`config.mk`:
```
export PLATFORM = sky130hd
export DESIGN_NAME = ubx_frame_receiver_flat
export DESIGN_NICKNAME = d
export VERILOG_FILES = /design/src/rtl/ubxr_pkg.sv /design/src/rtl/ubxr_ifs.sv /design/src/rtl/ubxr_front.sv /design/src/rtl/ubxr_back.sv /design/src/rtl/ubx_frame_receiver.sv /design/src/flat_wrapper.sv
export SDC_FILE = /design/constraint.sdc
export NUM_CORES = 1
export LEC_CHECK = 0
export BUFFER_PORTS_ARGS = -buffer_cell sky130_fd_sc_hd__buf_2
export CAP_MARGIN = 20
export CORE_ASPECT_RATIO = 0.9
export CORE_MARGIN = 2
export CORE_UTILIZATION = 45
export CTS_CLUSTER_DIAMETER = 100
export DETAILED_ROUTE_END_ITERATION = 8
export PLACE_DENSITY = 0.59
export SLEW_MARGIN = 20
export SYNTH_ARGS = -nofsm -noshare
export SYNTH_HDL_FRONTEND = slang
export SYNTH_SLANG_ARGS = --single-unit
```
`constraint.sdc`:
```
create_clock -name clk -period 4.4 [get_ports clk]
set_clock_uncertainty 0.2 [all_clocks]
set_input_delay 0.66 -clock clk [delete_from_list [all_inputs] [get_ports clk]]
set_output_delay 0.66 -clock clk [all_outputs]
set_load 0.1 [all_outputs]
```
`src/rtl/ubxr_pkg.sv`:
```
// Shared types, codes and constants of the UBX frame receiver.
package ubxr_pkg;

  // Field widths
  localparam int OP_W   = 2;
  localparam int BYTE_W = 8;
  localparam int LEN_W  = 16;
  localparam int CFG_IDX_W = 8;

  // Frame format
  localparam logic [7:0]  SYNC1_BYTE  = 8'hB5;
  localparam logic [7:0]  SYNC2_BYTE  = 8'h62;
  localparam logic [7:0]  ACK_CLASS   = 8'h05;
  localparam logic [7:0]  ACK_ID      = 8'h01;
  localparam logic [7:0]  NAK_ID      = 8'h00;
  localparam logic [15:0] MAX_PAYLOAD = 16'd128;

  // Default number of payload bytes kept for frame judgement
  localparam int HEAD_KEEP_DEF = 3;

  // Decoupling queue between front and back
  localparam int QDEPTH  = 2;
  localparam int QPTR_W  = (QDEPTH > 1) ? $clog2(QDEPTH) : 1;
  localparam int QCNT_W  = $clog2(QDEPTH + 1);

  // Operation codes of an input transaction
  localparam logic [OP_W-1:0] OP_RX      = 2'd0;
  localparam logic [OP_W-1:0] OP_CLR_ACK = 2'd1;
  localparam logic [OP_W-1:0] OP_CLR_AIR = 2'd2;

  // Configuration register indexes
  localparam logic [CFG_IDX_W-1:0] CFG_WATCH_CLASS  = 8'd0;
  localparam logic [CFG_IDX_W-1:0] CFG_WATCH_ID     = 8'd1;
  localparam logic [CFG_IDX_W-1:0] CFG_WANTED_MODEL = 8'd2;
  localparam logic [CFG_IDX_W-1:0] CFG_MIN_REPLY    = 8'd3;

  // Configuration reset values
  localparam logic [7:0] WATCH_CLASS_RST  = 8'd6;
  localparam logic [7:0] WATCH_ID_RST     = 8'd36;
  localparam logic [7:0] WANTED_MODEL_RST = 8'd6;
  localparam logic [7:0] MIN_REPLY_RST    = 8'd36;

  // Classified command kinds
  typedef enum logic [1:0] {
    KIND_BYTE,
    KIND_CLR_ACK,
    KIND_CLR_AIR,
    KIND_NOP
  } kind_t;

  // Parser phases
  typedef enum logic [3:0] {
    PH_SYNC1,
    PH_SYNC2,
    PH_CLASS,
    PH_ID,
    PH_LENL,
    PH_LENH,
    PH_PAYLOAD,
    PH_CKA,
    PH_CKB
  } phase_t;

  // Queue entry: classified command
  typedef struct packed {
    kind_t             kind;
    logic [BYTE_W-1:0] data;
    logic              is_sync1;
    logic              is_sync2;
  } entry_t;

  // Queue head as seen by the back end
  typedef struct packed {
    logic   valid;
    entry_t entry;
  } qhead_t;

  // Configuration write
  typedef struct packed {
    logic                 we;
    logic [CFG_IDX_W-1:0] index;
    logic [BYTE_W-1:0]    data;
  } cfg_wr_t;

  // Result of one step
  typedef struct packed {
    logic       frame_valid;
    logic [7:0] frame_class;
    logic [7:0] frame_id;
    logic [7:0] frame_len;
    logic       ack_flag;
    logic       nak_flag;
    logic       airborne_flag;
    logic       checksum_error;
    logic       length_error;
  } result_t;

endpackage

```
`src/rtl/ubxr_ifs.sv`:
```
// Channel interfaces of the UBX frame receiver: input, result and configuration.
interface ubxr_in_if;
  logic                         valid;
  logic                         ready;
  logic [ubxr_pkg::OP_W-1:0]    operation;
  logic [ubxr_pkg::BYTE_W-1:0]  rx_byte;

  modport source (output valid, operation, rx_byte, input ready);
  modport sink   (input valid, operation, rx_byte, output ready);
endinterface

interface ubxr_out_if;
  logic       valid;
  logic       ready;
  logic       frame_valid;
  logic [7:0] frame_class;
  logic [7:0] frame_id;
  logic [7:0] frame_len;
  logic       ack_flag;
  logic       nak_flag;
  logic       airborne_flag;
  logic       checksum_error;
  logic       length_error;

  modport source (output valid, frame_valid, frame_class, frame_id, frame_len, ack_flag,
                  nak_flag, airborne_flag, checksum_error, length_error, input ready);
  modport sink   (input valid, frame_valid, frame_class, frame_id, frame_len, ack_flag,
                  nak_flag, airborne_flag, checksum_error, length_error, output ready);
endinterface

interface ubxr_cfg_if;
  logic                            valid;
  logic                            ready;
  logic [ubxr_pkg::CFG_IDX_W-1:0]  index;
  logic [ubxr_pkg::BYTE_W-1:0]     data;

  modport source (output valid, index, data, input ready);
  modport sink   (input valid, index, data, output ready);
endinterface

```
`src/rtl/ubxr_front.sv`:
```
// Front end: accepts input transactions, classifies them and queues them.
module ubxr_front (
  input  logic                         clk,
  input  logic                         rst_n,
  input  logic                         in_valid,
  output logic                         in_ready,
  input  logic [ubxr_pkg::OP_W-1:0]    in_operation,
  input  logic [ubxr_pkg::BYTE_W-1:0]  in_rx_byte,
  output ubxr_pkg::qhead_t             q_head,
  input  logic                         q_pop
);

  ubxr_pkg::entry_t                 mem_r [ubxr_pkg::QDEPTH];
  logic [ubxr_pkg::QPTR_W-1:0]      wr_ptr_r, wr_ptr_nxt;
  logic [ubxr_pkg::QPTR_W-1:0]      rd_ptr_r, rd_ptr_nxt;
  logic [ubxr_pkg::QCNT_W-1:0]      count_r, count_nxt;
  ubxr_pkg::entry_t                 cls;
  logic                             push;
  logic                             pop;

  // Classify the incoming command
  always_comb begin
    cls.data     = in_rx_byte;
    cls.is_sync1 = (in_rx_byte == ubxr_pkg::SYNC1_BYTE);
    cls.is_sync2 = (in_rx_byte == ubxr_pkg::SYNC2_BYTE);
    unique case (in_operation)
      ubxr_pkg::OP_RX:      cls.kind = ubxr_pkg::KIND_BYTE;
      ubxr_pkg::OP_CLR_ACK: cls.kind = ubxr_pkg::KIND_CLR_ACK;
      ubxr_pkg::OP_CLR_AIR: cls.kind = ubxr_pkg::KIND_CLR_AIR;
      default:              cls.kind = ubxr_pkg::KIND_NOP;
    endcase
  end

  assign in_ready = (count_r != ubxr_pkg::QCNT_W'(ubxr_pkg::QDEPTH));
  assign push     = in_valid && in_ready;
  assign pop      = q_pop && (count_r != '0);

  // Advance pointers and occupancy
  always_comb begin
    wr_ptr_nxt = wr_ptr_r;
    rd_ptr_nxt = rd_ptr_r;
    if (push) begin
      wr_ptr_nxt = (wr_ptr_r == ubxr_pkg::QPTR_W'(ubxr_pkg::QDEPTH - 1)) ? '0
                                                                         : wr_ptr_r + 1'b1;
    end
    if (pop) begin
      rd_ptr_nxt = (rd_ptr_r == ubxr_pkg::QPTR_W'(ubxr_pkg::QDEPTH - 1)) ? '0
                                                                         : rd_ptr_r + 1'b1;
    end
    count_nxt = count_r + ubxr_pkg::QCNT_W'(push) - ubxr_pkg::QCNT_W'(pop);
  end

  always_ff @(posedge clk) begin
    if (!rst_n) begin
      wr_ptr_r <= '0;
      rd_ptr_r <= '0;
      count_r  <= '0;
    end else begin
      wr_ptr_r <= wr_ptr_nxt;
      rd_ptr_r <= rd_ptr_nxt;
      count_r  <= count_nxt;
    end
  end

  // Store the classified entry
  always_ff @(posedge clk) begin
    if (push) begin
      mem_r[wr_ptr_r] <= cls;
    end
  end

  assign q_head.valid = (count_r != '0);
  assign q_head.entry = mem_r[rd_ptr_r];

`ifndef SYNTH
  a_count_bound: assert property (@(posedge clk) disable iff (!rst_n)
    count_r <= ubxr_pkg::QCNT_W'(ubxr_pkg::QDEPTH))
    else $error("queue occupancy above depth");

  a_count_track: assert property (@(posedge clk) disable iff (!rst_n)
    (push && !pop) |=> (count_r == $past(count_r) + 1'b1))
    else $error("queue occupancy missed a push");
`endif

endmodule

```
`src/rtl/ubxr_back.sv`:
```
// Back end: UBX parser, Fletcher checks, frame judgement and result register.
module ubxr_back #(
  parameter int HEAD_KEEP = ubxr_pkg::HEAD_KEEP_DEF
) (
  input  logic                 clk,
  input  logic                 rst_n,
  input  ubxr_pkg::qhead_t     q_head,
  output logic                 q_pop,
  input  ubxr_pkg::cfg_wr_t    cfg_wr,
  output logic                 out_valid,
  input  logic                 out_ready,
  output ubxr_pkg::result_t    out_res
);

  ubxr_pkg::phase_t   phase_r, phase_nxt;
  logic [7:0]         cur_class_r, cur_class_nxt;
  logic [7:0]         cur_id_r, cur_id_nxt;
  logic [15:0]        cur_len_r, cur_len_nxt;
  logic [7:0]         byte_index_r, byte_index_nxt;
  logic [7:0]         sum_a_r, sum_a_nxt;
  logic [7:0]         sum_b_r, sum_b_nxt;
  logic [7:0]         head_r [HEAD_KEEP];
  logic               head_we;
  logic               ack_r, ack_nxt;
  logic               nak_r, nak_nxt;
  logic               air_r, air_nxt;
  logic [7:0]         watch_class_r, watch_id_r, wanted_model_r, min_reply_r;
  logic               out_valid_r;
  ubxr_pkg::result_t  res_r, res_nxt;
  logic               load;
  logic               is_byte;
  logic [7:0]         c;
  logic [7:0]         idx_inc;
  logic               cka_ok, ckb_ok, len_big, names_watched;

  // Take a queued command when the result slot is free or being drained
  assign load    = q_head.valid && (!out_valid_r || out_ready);
  assign q_pop   = load;
  assign is_byte = (q_head.entry.kind == ubxr_pkg::KIND_BYTE);
  assign c       = q_head.entry.data;

  assign idx_inc      = (byte_index_r != 8'hFF) ? byte_index_r + 8'd1 : byte_index_r;
  assign cka_ok       = (c == sum_a_r);
  assign ckb_ok       = (c == sum_b_r);
  assign len_big      = ({c, cur_len_r[7:0]} > ubxr_pkg::MAX_PAYLOAD);
  assign names_watched = (head_r[0] == watch_class_r) && (head_r[1] == watch_id_r);

  // Next parser phase
  always_comb begin
    phase_nxt = phase_r;
    if (is_byte) begin
      unique case (phase_r)
        ubxr_pkg::PH_SYNC1:
          if (q_head.entry.is_sync1) phase_nxt = ubxr_pkg::PH_SYNC2;
        ubxr_pkg::PH_SYNC2:
          phase_nxt = q_head.entry.is_sync2 ? ubxr_pkg::PH_CLASS : ubxr_pkg::PH_SYNC1;
        ubxr_pkg::PH_CLASS: phase_nxt = ubxr_pkg::PH_ID;
        ubxr_pkg::PH_ID:    phase_nxt = ubxr_pkg::PH_LENL;
        ubxr_pkg::PH_LENL:  phase_nxt = ubxr_pkg::PH_LENH;
        ubxr_pkg::PH_LENH: begin
          if (len_big) begin
            phase_nxt = ubxr_pkg::PH_SYNC1;
          end else if ({c, cur_len_r[7:0]} == 16'd0) begin
            phase_nxt = ubxr_pkg::PH_CKA;
          end else begin
            phase_nxt = ubxr_pkg::PH_PAYLOAD;
          end
        end
        ubxr_pkg::PH_PAYLOAD:
          if ({8'h00, idx_inc} >= cur_len_r) phase_nxt = ubxr_pkg::PH_CKA;
        ubxr_pkg::PH_CKA:
          phase_nxt = cka_ok ? ubxr_pkg::PH_CKB : ubxr_pkg::PH_SYNC1;
        ubxr_pkg::PH_CKB:   phase_nxt = ubxr_pkg::PH_SYNC1;
        default:            phase_nxt = ubxr_pkg::PH_SYNC1;
      endcase
    end
  end

  // Datapath, flags and result of this step
  always_comb begin
    cur_class_nxt  = cur_class_r;
    cur_id_nxt     = cur_id_r;
    cur_len_nxt    = cur_len_r;
    byte_index_nxt = byte_index_r;
    sum_a_nxt      = sum_a_r;
    sum_b_nxt      = sum_b_r;
    head_we        = 1'b0;
    ack_nxt        = ack_r;
    nak_nxt        = nak_r;
    air_nxt        = air_r;
    res_nxt        = '0;

    unique case (q_head.entry.kind)
      ubxr_pkg::KIND_CLR_ACK: begin
        ack_nxt = 1'b0;
        nak_nxt = 1'b0;
      end
      ubxr_pkg::KIND_CLR_AIR: air_nxt = 1'b0;
      ubxr_pkg::KIND_NOP: ;
      ubxr_pkg::KIND_BYTE: begin
        unique case (phase_r)
          ubxr_pkg::PH_CLASS: begin
            cur_class_nxt = c;
            sum_a_nxt     = c;
            sum_b_nxt     = c;
          end
          ubxr_pkg::PH_ID: begin
            cur_id_nxt = c;
            sum_a_nxt  = sum_a_r + c;
            sum_b_nxt  = sum_b_r + sum_a_nxt;
          end
          ubxr_pkg::PH_LENL: begin
            cur_len_nxt = {8'h00, c};
            sum_a_nxt   = sum_a_r + c;
            sum_b_nxt   = sum_b_r + sum_a_nxt;
          end
          ubxr_pkg::PH_LENH: begin
            cur_len_nxt          = {c, cur_len_r[7:0]};
            sum_a_nxt            = sum_a_r + c;
            sum_b_nxt            = sum_b_r + sum_a_nxt;
            byte_index_nxt       = 8'd0;
            res_nxt.length_error = len_big;
          end
          ubxr_pkg::PH_PAYLOAD: begin
            sum_a_nxt      = sum_a_r + c;
            sum_b_nxt      = sum_b_r + sum_a_nxt;
            head_we        = 1'b1;
            byte_index_nxt = idx_inc;
          end
          ubxr_pkg::PH_CKA: res_nxt.checksum_error = !cka_ok;
          ubxr_pkg::PH_CKB: begin
            res_nxt.checksum_error = !ckb_ok;
            res_nxt.frame_valid    = ckb_ok;
            // Judge the good frame: ACK, then NAK, then watched reply
            if (ckb_ok) begin
              priority if (cur_class_r == ubxr_pkg::ACK_CLASS &&
                           cur_id_r == ubxr_pkg::ACK_ID) begin
                if (names_watched) ack_nxt = 1'b1;
              end else if (cur_class_r == ubxr_pkg::ACK_CLASS &&
                           cur_id_r == ubxr_pkg::NAK_ID) begin
                if (names_watched) nak_nxt = 1'b1;
              end else if (cur_class_r == watch_class_r && cur_id_r == watch_id_r &&
                           cur_len_r >= {8'h00, min_reply_r}) begin
                if (head_r[2] == wanted_model_r) air_nxt = 1'b1;
              end else begin
              end
            end
          end
          default: ;
        endcase
      end
      default: ;
    endcase

    res_nxt.frame_class   = cur_class_nxt;
    res_nxt.frame_id      = cur_id_nxt;
    res_nxt.frame_len     = (cur_len_nxt[15:8] != 8'h00) ? 8'hFF : cur_len_nxt[7:0];
    res_nxt.ack_flag      = ack_nxt;
    res_nxt.nak_flag      = nak_nxt;
    res_nxt.airborne_flag = air_nxt;
  end

  // Parser and flag state
  always_ff @(posedge clk) begin
    if (!rst_n) begin
      phase_r      <= ubxr_pkg::PH_SYNC1;
      cur_class_r  <= '0;
      cur_id_r     <= '0;
      cur_len_r    <= '0;
      byte_index_r <= '0;
      sum_a_r      <= '0;
      sum_b_r      <= '0;
      ack_r        <= 1'b0;
      nak_r        <= 1'b0;
      air_r        <= 1'b0;
    end else if (load) begin
      phase_r      <= phase_nxt;
      cur_class_r  <= cur_class_nxt;
      cur_id_r     <= cur_id_nxt;
      cur_len_r    <= cur_len_nxt;
      byte_index_r <= byte_index_nxt;
      sum_a_r      <= sum_a_nxt;
      sum_b_r      <= sum_b_nxt;
      ack_r        <= ack_nxt;
      nak_r        <= nak_nxt;
      air_r        <= air_nxt;
    end
  end

  // Kept payload bytes, cleared at reset
  always_ff @(posedge clk) begin
    for (int i = 0; i < HEAD_KEEP; i++) begin
      if (!rst_n) begin
        head_r[i] <= '0;
      end else if (load && head_we && byte_index_r == 8'(i)) begin
        head_r[i] <= c;
      end
    end
  end

  // Configuration registers
  always_ff @(posedge clk) begin
    if (!rst_n) begin
      watch_class_r  <= ubxr_pkg::WATCH_CLASS_RST;
      watch_id_r     <= ubxr_pkg::WATCH_ID_RST;
      wanted_model_r <= ubxr_pkg::WANTED_MODEL_RST;
      min_reply_r    <= ubxr_pkg::MIN_REPLY_RST;
    end else if (cfg_wr.we) begin
      unique case (cfg_wr.index)
        ubxr_pkg::CFG_WATCH_CLASS:  watch_class_r  <= cfg_wr.data;
        ubxr_pkg::CFG_WATCH_ID:     watch_id_r     <= cfg_wr.data;
        ubxr_pkg::CFG_WANTED_MODEL: wanted_model_r <= cfg_wr.data;
        ubxr_pkg::CFG_MIN_REPLY:    min_reply_r    <= cfg_wr.data;
        default: ;
      endcase
    end
  end

  // Result register
  always_ff @(posedge clk) begin
    if (!rst_n) begin
      out_valid_r <= 1'b0;
    end else if (load) begin
      out_valid_r <= 1'b1;
    end else if (out_ready) begin
      out_valid_r <= 1'b0;
    end
  end

  always_ff @(posedge clk) begin
    if (load) begin
      res_r <= res_nxt;
    end
  end

  assign out_valid = out_valid_r;
  assign out_res   = res_r;

`ifndef SYNTH
  a_valid_not_err: assert property (@(posedge clk) disable iff (!rst_n)
    load |=> !(res_r.frame_valid && res_r.checksum_error))
    else $error("frame reported both good and bad");

  a_len_err_phase: assert property (@(posedge clk) disable iff (!rst_n)
    (load && res_nxt.length_error) |-> (phase_r == ubxr_pkg::PH_LENH))
    else $error("length error outside high length byte");

  a_valid_resync: assert property (@(posedge clk) disable iff (!rst_n)
    (load && res_nxt.frame_valid) |=> (phase_r == ubxr_pkg::PH_SYNC1))
    else $error("parser not back to sync hunt after good frame");
`endif

endmodule

```
`src/rtl/ubx_frame_receiver.sv`:
```
// Top level of the UBX frame receiver: front end, command queue and parser back end.
// Takes one command per clock (a received byte or a flag clear) while the queue has room
// and returns exactly one result transaction per command. A command passes a classifying
// front end into a two-entry queue, and the parser back end retires one queued command per
// clock into a result register while the result side does not stall; a command is thus
// registered first in the queue and then, as its result, in the result register.
// Throughput is one command per clock when nothing stalls, set by the single-cycle parser
// step (one Fletcher add pair and the check byte compares). Configuration writes are taken
// every clock and must only be issued while no command is in flight.
module ubx_frame_receiver #(
  parameter int HEAD_KEEP = ubxr_pkg::HEAD_KEEP_DEF
) (
  input  logic         clk,
  input  logic         rst_n,
  ubxr_in_if.sink      in_ch,
  ubxr_out_if.source   out_ch,
  ubxr_cfg_if.sink     cfg_ch
);

  ubxr_pkg::qhead_t   q_head;
  logic               q_pop;
  ubxr_pkg::cfg_wr_t  cfg_wr;
  ubxr_pkg::result_t  res;

  // Configuration port never stalls
  assign cfg_ch.ready = 1'b1;
  assign cfg_wr.we    = cfg_ch.valid;
  assign cfg_wr.index = cfg_ch.index;
  assign cfg_wr.data  = cfg_ch.data;

  ubxr_front u_front (
    .clk          (clk),
    .rst_n        (rst_n),
    .in_valid     (in_ch.valid),
    .in_ready     (in_ch.ready),
    .in_operation (in_ch.operation),
    .in_rx_byte   (in_ch.rx_byte),
    .q_head       (q_head),
    .q_pop        (q_pop)
  );

  ubxr_back #(
    .HEAD_KEEP (HEAD_KEEP)
  ) u_back (
    .clk       (clk),
    .rst_n     (rst_n),
    .q_head    (q_head),
    .q_pop     (q_pop),
    .cfg_wr    (cfg_wr),
    .out_valid (out_ch.valid),
    .out_ready (out_ch.ready),
    .out_res   (res)
  );

  // Drive the result channel payload
  assign out_ch.frame_valid    = res.frame_valid;
  assign out_ch.frame_class    = res.frame_class;
  assign out_ch.frame_id       = res.frame_id;
  assign out_ch.frame_len      = res.frame_len;
  assign out_ch.ack_flag       = res.ack_flag;
  assign out_ch.nak_flag       = res.nak_flag;
  assign out_ch.airborne_flag  = res.airborne_flag;
  assign out_ch.checksum_error = res.checksum_error;
  assign out_ch.length_error   = res.length_error;

endmodule
```
`src/flat_wrapper.sv`:
```
// flat-port wrapper written by rule: the top's interface ports become plain ports
module ubx_frame_receiver_flat 
#(
  parameter int HEAD_KEEP = ubxr_pkg::HEAD_KEEP_DEF
)
  (clk, rst_n, in_ch_valid, in_ch_operation, in_ch_rx_byte, in_ch_ready, out_ch_valid, out_ch_frame_valid, out_ch_frame_class, out_ch_frame_id, out_ch_frame_len, out_ch_ack_flag, out_ch_nak_flag, out_ch_airborne_flag, out_ch_checksum_error, out_ch_length_error, out_ch_ready, cfg_ch_valid, cfg_ch_index, cfg_ch_data, cfg_ch_ready);
  ubxr_in_if in_ch_i ();
  ubxr_out_if out_ch_i ();
  ubxr_cfg_if cfg_ch_i ();
  input  logic clk;
  input  logic rst_n;
  input wire logic [$bits(in_ch_i.valid)-1:0] in_ch_valid;
  input wire logic [$bits(in_ch_i.operation)-1:0] in_ch_operation;
  input wire logic [$bits(in_ch_i.rx_byte)-1:0] in_ch_rx_byte;
  output wire logic [$bits(in_ch_i.ready)-1:0] in_ch_ready;
  output wire logic [$bits(out_ch_i.valid)-1:0] out_ch_valid;
  output wire logic [$bits(out_ch_i.frame_valid)-1:0] out_ch_frame_valid;
  output wire logic [$bits(out_ch_i.frame_class)-1:0] out_ch_frame_class;
  output wire logic [$bits(out_ch_i.frame_id)-1:0] out_ch_frame_id;
  output wire logic [$bits(out_ch_i.frame_len)-1:0] out_ch_frame_len;
  output wire logic [$bits(out_ch_i.ack_flag)-1:0] out_ch_ack_flag;
  output wire logic [$bits(out_ch_i.nak_flag)-1:0] out_ch_nak_flag;
  output wire logic [$bits(out_ch_i.airborne_flag)-1:0] out_ch_airborne_flag;
  output wire logic [$bits(out_ch_i.checksum_error)-1:0] out_ch_checksum_error;
  output wire logic [$bits(out_ch_i.length_error)-1:0] out_ch_length_error;
  input wire logic [$bits(out_ch_i.ready)-1:0] out_ch_ready;
  input wire logic [$bits(cfg_ch_i.valid)-1:0] cfg_ch_valid;
  input wire logic [$bits(cfg_ch_i.index)-1:0] cfg_ch_index;
  input wire logic [$bits(cfg_ch_i.data)-1:0] cfg_ch_data;
  output wire logic [$bits(cfg_ch_i.ready)-1:0] cfg_ch_ready;
  assign in_ch_i.valid = in_ch_valid;
  assign in_ch_i.operation = in_ch_operation;
  assign in_ch_i.rx_byte = in_ch_rx_byte;
  assign in_ch_ready = in_ch_i.ready;
  assign out_ch_valid = out_ch_i.valid;
  assign out_ch_frame_valid = out_ch_i.frame_valid;
  assign out_ch_frame_class = out_ch_i.frame_class;
  assign out_ch_frame_id = out_ch_i.frame_id;
  assign out_ch_frame_len = out_ch_i.frame_len;
  assign out_ch_ack_flag = out_ch_i.ack_flag;
  assign out_ch_nak_flag = out_ch_i.nak_flag;
  assign out_ch_airborne_flag = out_ch_i.airborne_flag;
  assign out_ch_checksum_error = out_ch_i.checksum_error;
  assign out_ch_length_error = out_ch_i.length_error;
  assign out_ch_i.ready = out_ch_ready;
  assign cfg_ch_i.valid = cfg_ch_valid;
  assign cfg_ch_i.index = cfg_ch_index;
  assign cfg_ch_i.data = cfg_ch_data;
  assign cfg_ch_ready = cfg_ch_i.ready;
  ubx_frame_receiver #(.HEAD_KEEP(HEAD_KEEP)) u_core (.clk(clk), .rst_n(rst_n), .in_ch(in_ch_i), .out_ch(out_ch_i), .cfg_ch(cfg_ch_i));
endmodule
```
## Word level (Yosys, flattened, before mapping)

Memories as Yosys holds them, arrays and structs flattened. A register that Yosys moved wholly into a read port is not among the register bits.
Cells that the tools add are included.

- Flip-flop bits (word level): 130
- Latch bits: 0
- Memory bits (writable): 48
- Bits in read-only memories: 0
- Input port bits: 31
- Output and inout port bits: 33
- Word-level logic and storage cells: 172
- Memories kept: 2

- $add $sub $neg: 7
- Multiply operators: 0
- Divide/modulo/power cells: 0
- Magnitude comparators: 3
- Equal/unequal tests: 32
- Shifts and indexed selects: 0
- Muxes and demuxes: 60
- Bitwise operators: 3
- Reduce and logical (&&, ||, !) cells: 38

Memories:

| memory | words | bits a word | rd ports | clocked after Yosys merged registers in | write ports | line | RTL |
|---|---|---|---|---|---|---|---|
| u_core.u_back.head_r | 3 | 8 | 3 | 0 | 3 | ubxr_back.sv:22 | `logic [7:0] head_r [HEAD_KEEP];` |
| u_core.u_front.mem_r | 2 | 12 | 1 | 1 | 1 | ubxr_front.sv:13 | `ubxr_pkg::entry_t mem_r [ubxr_pkg::QDEPTH];` |

Operator list:

| operator | number |
|---|---|
| $mux W8 | 8 |
| $eq A8 B8 Y1 | 7 |
| $pmux W8 S2 | 3 |
| $mux W1 | 36 |
| $pmux W16 S2 | 1 |
| $pmux W4 S8 | 1 |
| $eq A8 B1 Y1 const B | 3 |
| $eq A8 B2 Y1 const B | 3 |
| $logic_not A8 Y1 | 3 |
| $add A8 B8 Y8 | 2 |
| $eq A4 B3 Y1 const B | 4 |
| $ge A16 B8 Y1 | 1 |
| $ge A8 B16 Y1 | 1 |
| $gt A16 B8 Y1 const B | 1 |
| $logic_not A16 Y1 | 1 |
| $mux W16 | 1 |
| $logic_and A1 B1 Y1 | 12 |
| $mux W4 | 3 |
| $reduce_and A2 Y1 | 6 |
| $add A8 B1 Y8 const B | 1 |
| $eq A4 B2 Y1 const B | 2 |
| $eq A8 B3 Y1 const B | 1 |
| $eq A8 B7 Y1 const B | 1 |
| $eq A8 B8 Y1 const B | 1 |
| other kinds (24) | 40 |

## Depth between registers and ports, before layout

- Depth in word-level cells: 9
- Depth in mapped cells: 21
- Depth with buffers taken out: 19

## Modules after synthesis

From an unflattened synthesis, not the netlist that was laid out.

- Cells, all modules: 878
- Area, all modules: 8,917.3 um^2

Modules (own cells, without submodules):

| module | times used | cells an instance | area each (um^2) | seq. area each (um^2) |
|---|---|---|---|---|
| ubxr_back | 1 | 807 | 7,759.9 | 3,543.4 |
| ubxr_front | 1 | 69 | 1,146.1 | 820.8 |
| ubx_frame_receiver | 1 | 2 | 11.3 | 0.0 |

## Worst setup path after synthesis

Ideal clock, no wire load.

- Path kind: register to register
- Start point: reg u_core.u_back.out_valid_r, in the netlist u_core.u_back.out_valid
- End point: mem u_core.u_back.head_r[0][0], enable pin
- Library setup time: 0.303 ns
- Data arrival time: 3.370 ns
- Required time: 3.897 ns
- Path slack: 0.527 ns
- Stages on the path, launching flop included: 11
- Buffers on the path: 2
- Clock period less this slack: 3.873 ns
- Path through: dfxtp_1 -> nor2b_1 -> or2_2 -> clkbuf_1 -> clkinv_1 -> nand2b_1 -> nor2_1 -> and3_1 -> buf_2 -> nand2_1 -> nand2_1

RTL lines:

| item | line | RTL |
|---|---|---|
| from (decl) | ubxr_back.sv:28 | `logic out_valid_r;` |
| from (signal assigned) | ubxr_back.sv:222 | `out_valid_r <= 1'b0;` |
| from (signal assigned) | ubxr_back.sv:224 | `out_valid_r <= 1'b1;` |
| from (signal assigned) | ubxr_back.sv:226 | `out_valid_r <= 1'b0;` |
| to (decl) | ubxr_back.sv:22 |  |

==> results_dict.tcl <==
set metrics [dict create \
    cts_buffers 17 \
    instances_no_fill 1221 \
    wl_mm 21.9 \
    syn_avg_cell_area_um2 10.0 \
    async_reset_ff_share_pct 0 \
    htree_num_levels 4 \
    cts_root_buf "clkbuf_16" \
    syn_to_final_growth_pct 12.2 \
    path_class "flop to flop" \
    whs_ps 219 \
    slew_violations 0 \
    drt_iter0_markers 486 \
    final_nets 1022 \
    critPathCaptureType "flop" \
    ant_nets 0 \
    synthSimpleGateAreaFrac_pct 18.4 \
    cts_setup_buffers 0 \
    synth_top_family_by_area "simple AND/OR/NAND/NOR gates" \
    crit_top_cell "xnor2_1" \
    vias_per_cell 5.41 \
    core_um2 19900 \
    layout_commonest_cell "dfxtp_1" \
    dp_cells 1189 \
    status "completed" \
    hold_viol 0 \
    path_cells "buf_4 -> mux2i_1 -> inv_1 -> ha_1 -> a21o_1 -> a21oi_1 -> xnor2_1 -> ha_1 -> nand3_1 -> o211ai_1 -> o41ai_1 -> xnor2_1 -> xnor2_1 -> nand3_1 -> a21boi_0" \
    netlist_instances 904 \
    clockBufferDepth 2 \
    synthFlopType "dfxtp_1" \
    ys_ff_latch 179 \
    layout_setup_ws_ps 612 \
    track_usage_pct 21.0 \
    syn_area_um2 9050 \
    fp.dieH_um 139 \
    fin_crit_sh_pct 86.1 \
    start_kind "flop" \
    synth_xor_area_share_pct 6.78 \
    worst_slew_pin_slew_ps 1040 \
    ir_worst_vdd_mv 0.500 \
    finalWeightedCongestion 0.838 \
    pin_count 64 \
    ys_seq_area_share_pct 48.2 \
    cts_tree "yes" \
    cp_max_fo 6 \
    synthesis.nets 973 \
    p_total_mw 5.10 \
    setup_viol 0 \
    clk_latency_ps 440 \
    synth_edf_count 78 \
    final.fill_count 1852 \
    start_util_pct 45.5 \
    grt_overflow_total 0 \
    drt_first_pass_iters 5 \
    grt_max_degree 58 \
    drc 0 \
    via_count 6601 \
    hold_buffers 0 \
    path_buf_inv 2 \
    portBuffers 62 \
    hpwl_mm 15.7 \
    rsz0062_at_grt "false" \
    cap_violations 0 \
    row_count 49 \
    synth_mux_area_share_pct 5.13 \
    p_leak_nw 4.08 \
    multi_input_area_um2 4320 \
    max_freq_mhz 264 \
    finalCriticalPeriod_ps 3790 \
    cpPeakStageDelay_ps 390 \
    n_antenna_cell 0 \
    synth_adder_area_share_pct 5.42 \
    ctsResizeCount 0 \
    layout.cells.most_common_list "101 x dfxtp_1, 93 x nand2_1, 78 x edfxtp_1" \
    cp_slowest_cell "dfxtp_1" \
    finalInstanceArea_um2 10200 \
    tns_ps 0 \
    final_core_util_pct 51.1 \
    drive_gt1_share_pct 12.8 \
    cp.arrival_ps 3960 \
    grt_first_pass_wirelength_mm 35.1 \
    synth_cell_types 69 \
    clock-sinks 179 \
    placement.cell_area_um2 9580 \
    die_w_um 153 \
    yosys_warnings 0 \
    synth-compound-area-share_pct 11.9 \
    seqCellArea_um2 4360 \
    clkSlewWorstSetupHoldPaths_ps 80 \
    slew_headroom_pct 31.0 \
    avgRoutedWirePerCell_um 18.0 \
    grt_pass1_vias 6335 \
    power.density_nw_per_um2 503 \
    antenna_found_initial 0 \
    required_ps 4570 \
    min_from "in_ch_operation[0]" \
    pre_cts_slack_ps 640 \
    die-area_um2 21300 \
    min_path_type "input port to flop" \
    crit_family "compound AO/OA/AOI/OAI gates" \
]
==> synthesized netlist by cell type, types with 3 or more instances <==
| library cell | count | area [µm²] |
|---|---|---|
| o211ai_1 | 16 | 120 |
| mux2i_1 | 43 | 430 |
| o21ai_0 | 31 | 155 |
| a21oi_1 | 41 | 205 |
| nand3b_1 | 3 | 22.5 |
| xnor2_1 | 52 | 455 |
| o21a_1 | 7 | 52.6 |
| nor2_1 | 69 | 259 |
| dfxtp_1 | 101 | 2020 |
| a22oi_1 | 7 | 52.6 |
| nor2b_1 | 40 | 250 |
| nor4_1 | 16 | 100 |
| nor3b_1 | 6 | 45.0 |
| nand3_1 | 15 | 75.1 |
| clkbuf_1 | 36 | 135 |
| o41ai_1 | 3 | 26.3 |
| buf_4 | 5 | 37.5 |
| or3_1 | 4 | 25.0 |
| edfxtp_1 | 78 | 2340 |
| a21o_1 | 6 | 45.0 |
| xor2_1 | 18 | 158 |
| inv_1 | 37 | 139 |
| o211a_1 | 14 | 140 |
| nand3_2 | 3 | 30.0 |
| buf_6 | 3 | 33.8 |
| or4_1 | 3 | 22.5 |
| nand2b_1 | 5 | 31.3 |
| and2_1 | 16 | 100 |
| and3_1 | 8 | 50.1 |
| ha_1 | 36 | 450 |
| nand4_1 | 12 | 75.1 |
| buf_2 | 3 | 15.0 |
| nand2_1 | 93 | 349 |
| nor3_1 | 12 | 60.1 |
| a21boi_0 | 12 | 90.1 |
| a41o_1 | 3 | 30.0 |
| o21ai_1 | 6 | 30.0 |
==> registers in the layout, indices dropped and copies added, names as in the netlist, named ones only <==
signal	count
u_core.u_back.out_res	30
u_core.u_back.head_r	24
u_core.u_front.mem_r	24
u_core.u_back.cur_len_r	16
u_core.u_back.byte_index_r	8
u_core.u_back.cur_class_r	8
u_core.u_back.cur_id_r	8
u_core.u_back.min_reply_r	8
u_core.u_back.sum_a_r	8
u_core.u_back.sum_b_r	8
u_core.u_back.wanted_model_r	8
u_core.u_back.watch_class_r	8
u_core.u_back.watch_id_r	8
u_core.u_back.phase_r	4
u_core.u_front.count_r	2
u_core.u_back.ack_r	1
u_core.u_back.air_r	1
u_core.u_back.nak_r	1
u_core.u_back.out_valid	1
u_core.u_front.rd_ptr_r	1
u_core.u_front.wr_ptr_r	1
==> where the power goes <==
group | switching, mW | internal (mW)
Clock | 0.710 | 0.779
Combinational | 1.30 | 0.332
Sequential | 0.0633 | 1.92
==> layout make-up <==
class,count,share of cell area [%]
Inverter,38,1.40
Multi-Input combinational cell,638,42.5
Clock buffer,20,4.50
Sequential cell,179,43.0
Tap cell,255,3.14
Clock inverter,12,1.11
Timing Repair Buffer,79,4.31
==> layer usage <==
| metal | track usage (%) | routed length, µm | vias up |
|---|---|---|---|
| li1 | - | - | 3295 |
| met1 | 29.5 | 10600 | 3132 |
| met2 | 33.8 | 10000 | 150 |
| met3 | 3.89 | 992 | 24 |
| met4 | 5.50 | 285 | 0 |
| met5 | 0 | 0 | - |
==> worst paths after layout <==
kind / cells after the start / endpoint / slack, ps
hold / removal: 1 / u_core.u_front.mem_r[1][10] / 220
hold reg to reg: 1 / u_core.u_back.ack_r / 270
setup reg to reg: 15 / u_core.u_back.sum_b_r[7] / 610
setup / recovery: 15 / u_core.u_back.sum_b_r[7] / 610
==> cells by family after synthesis <==
| family | after synthesis |
|---|---|
| other | 1 |
| AND/OR/NAND/NOR | 323 |
| AO/OA/AOI/OAI | 161 |
| buffers and inverters | 87 |
| XOR/XNOR | 70 |
| flip-flops | 179 |
| adder cells (fa/ha/maj) | 38 |
| multiplexers | 45 |
No activity file was read; power rests on OpenSTA's default activity.
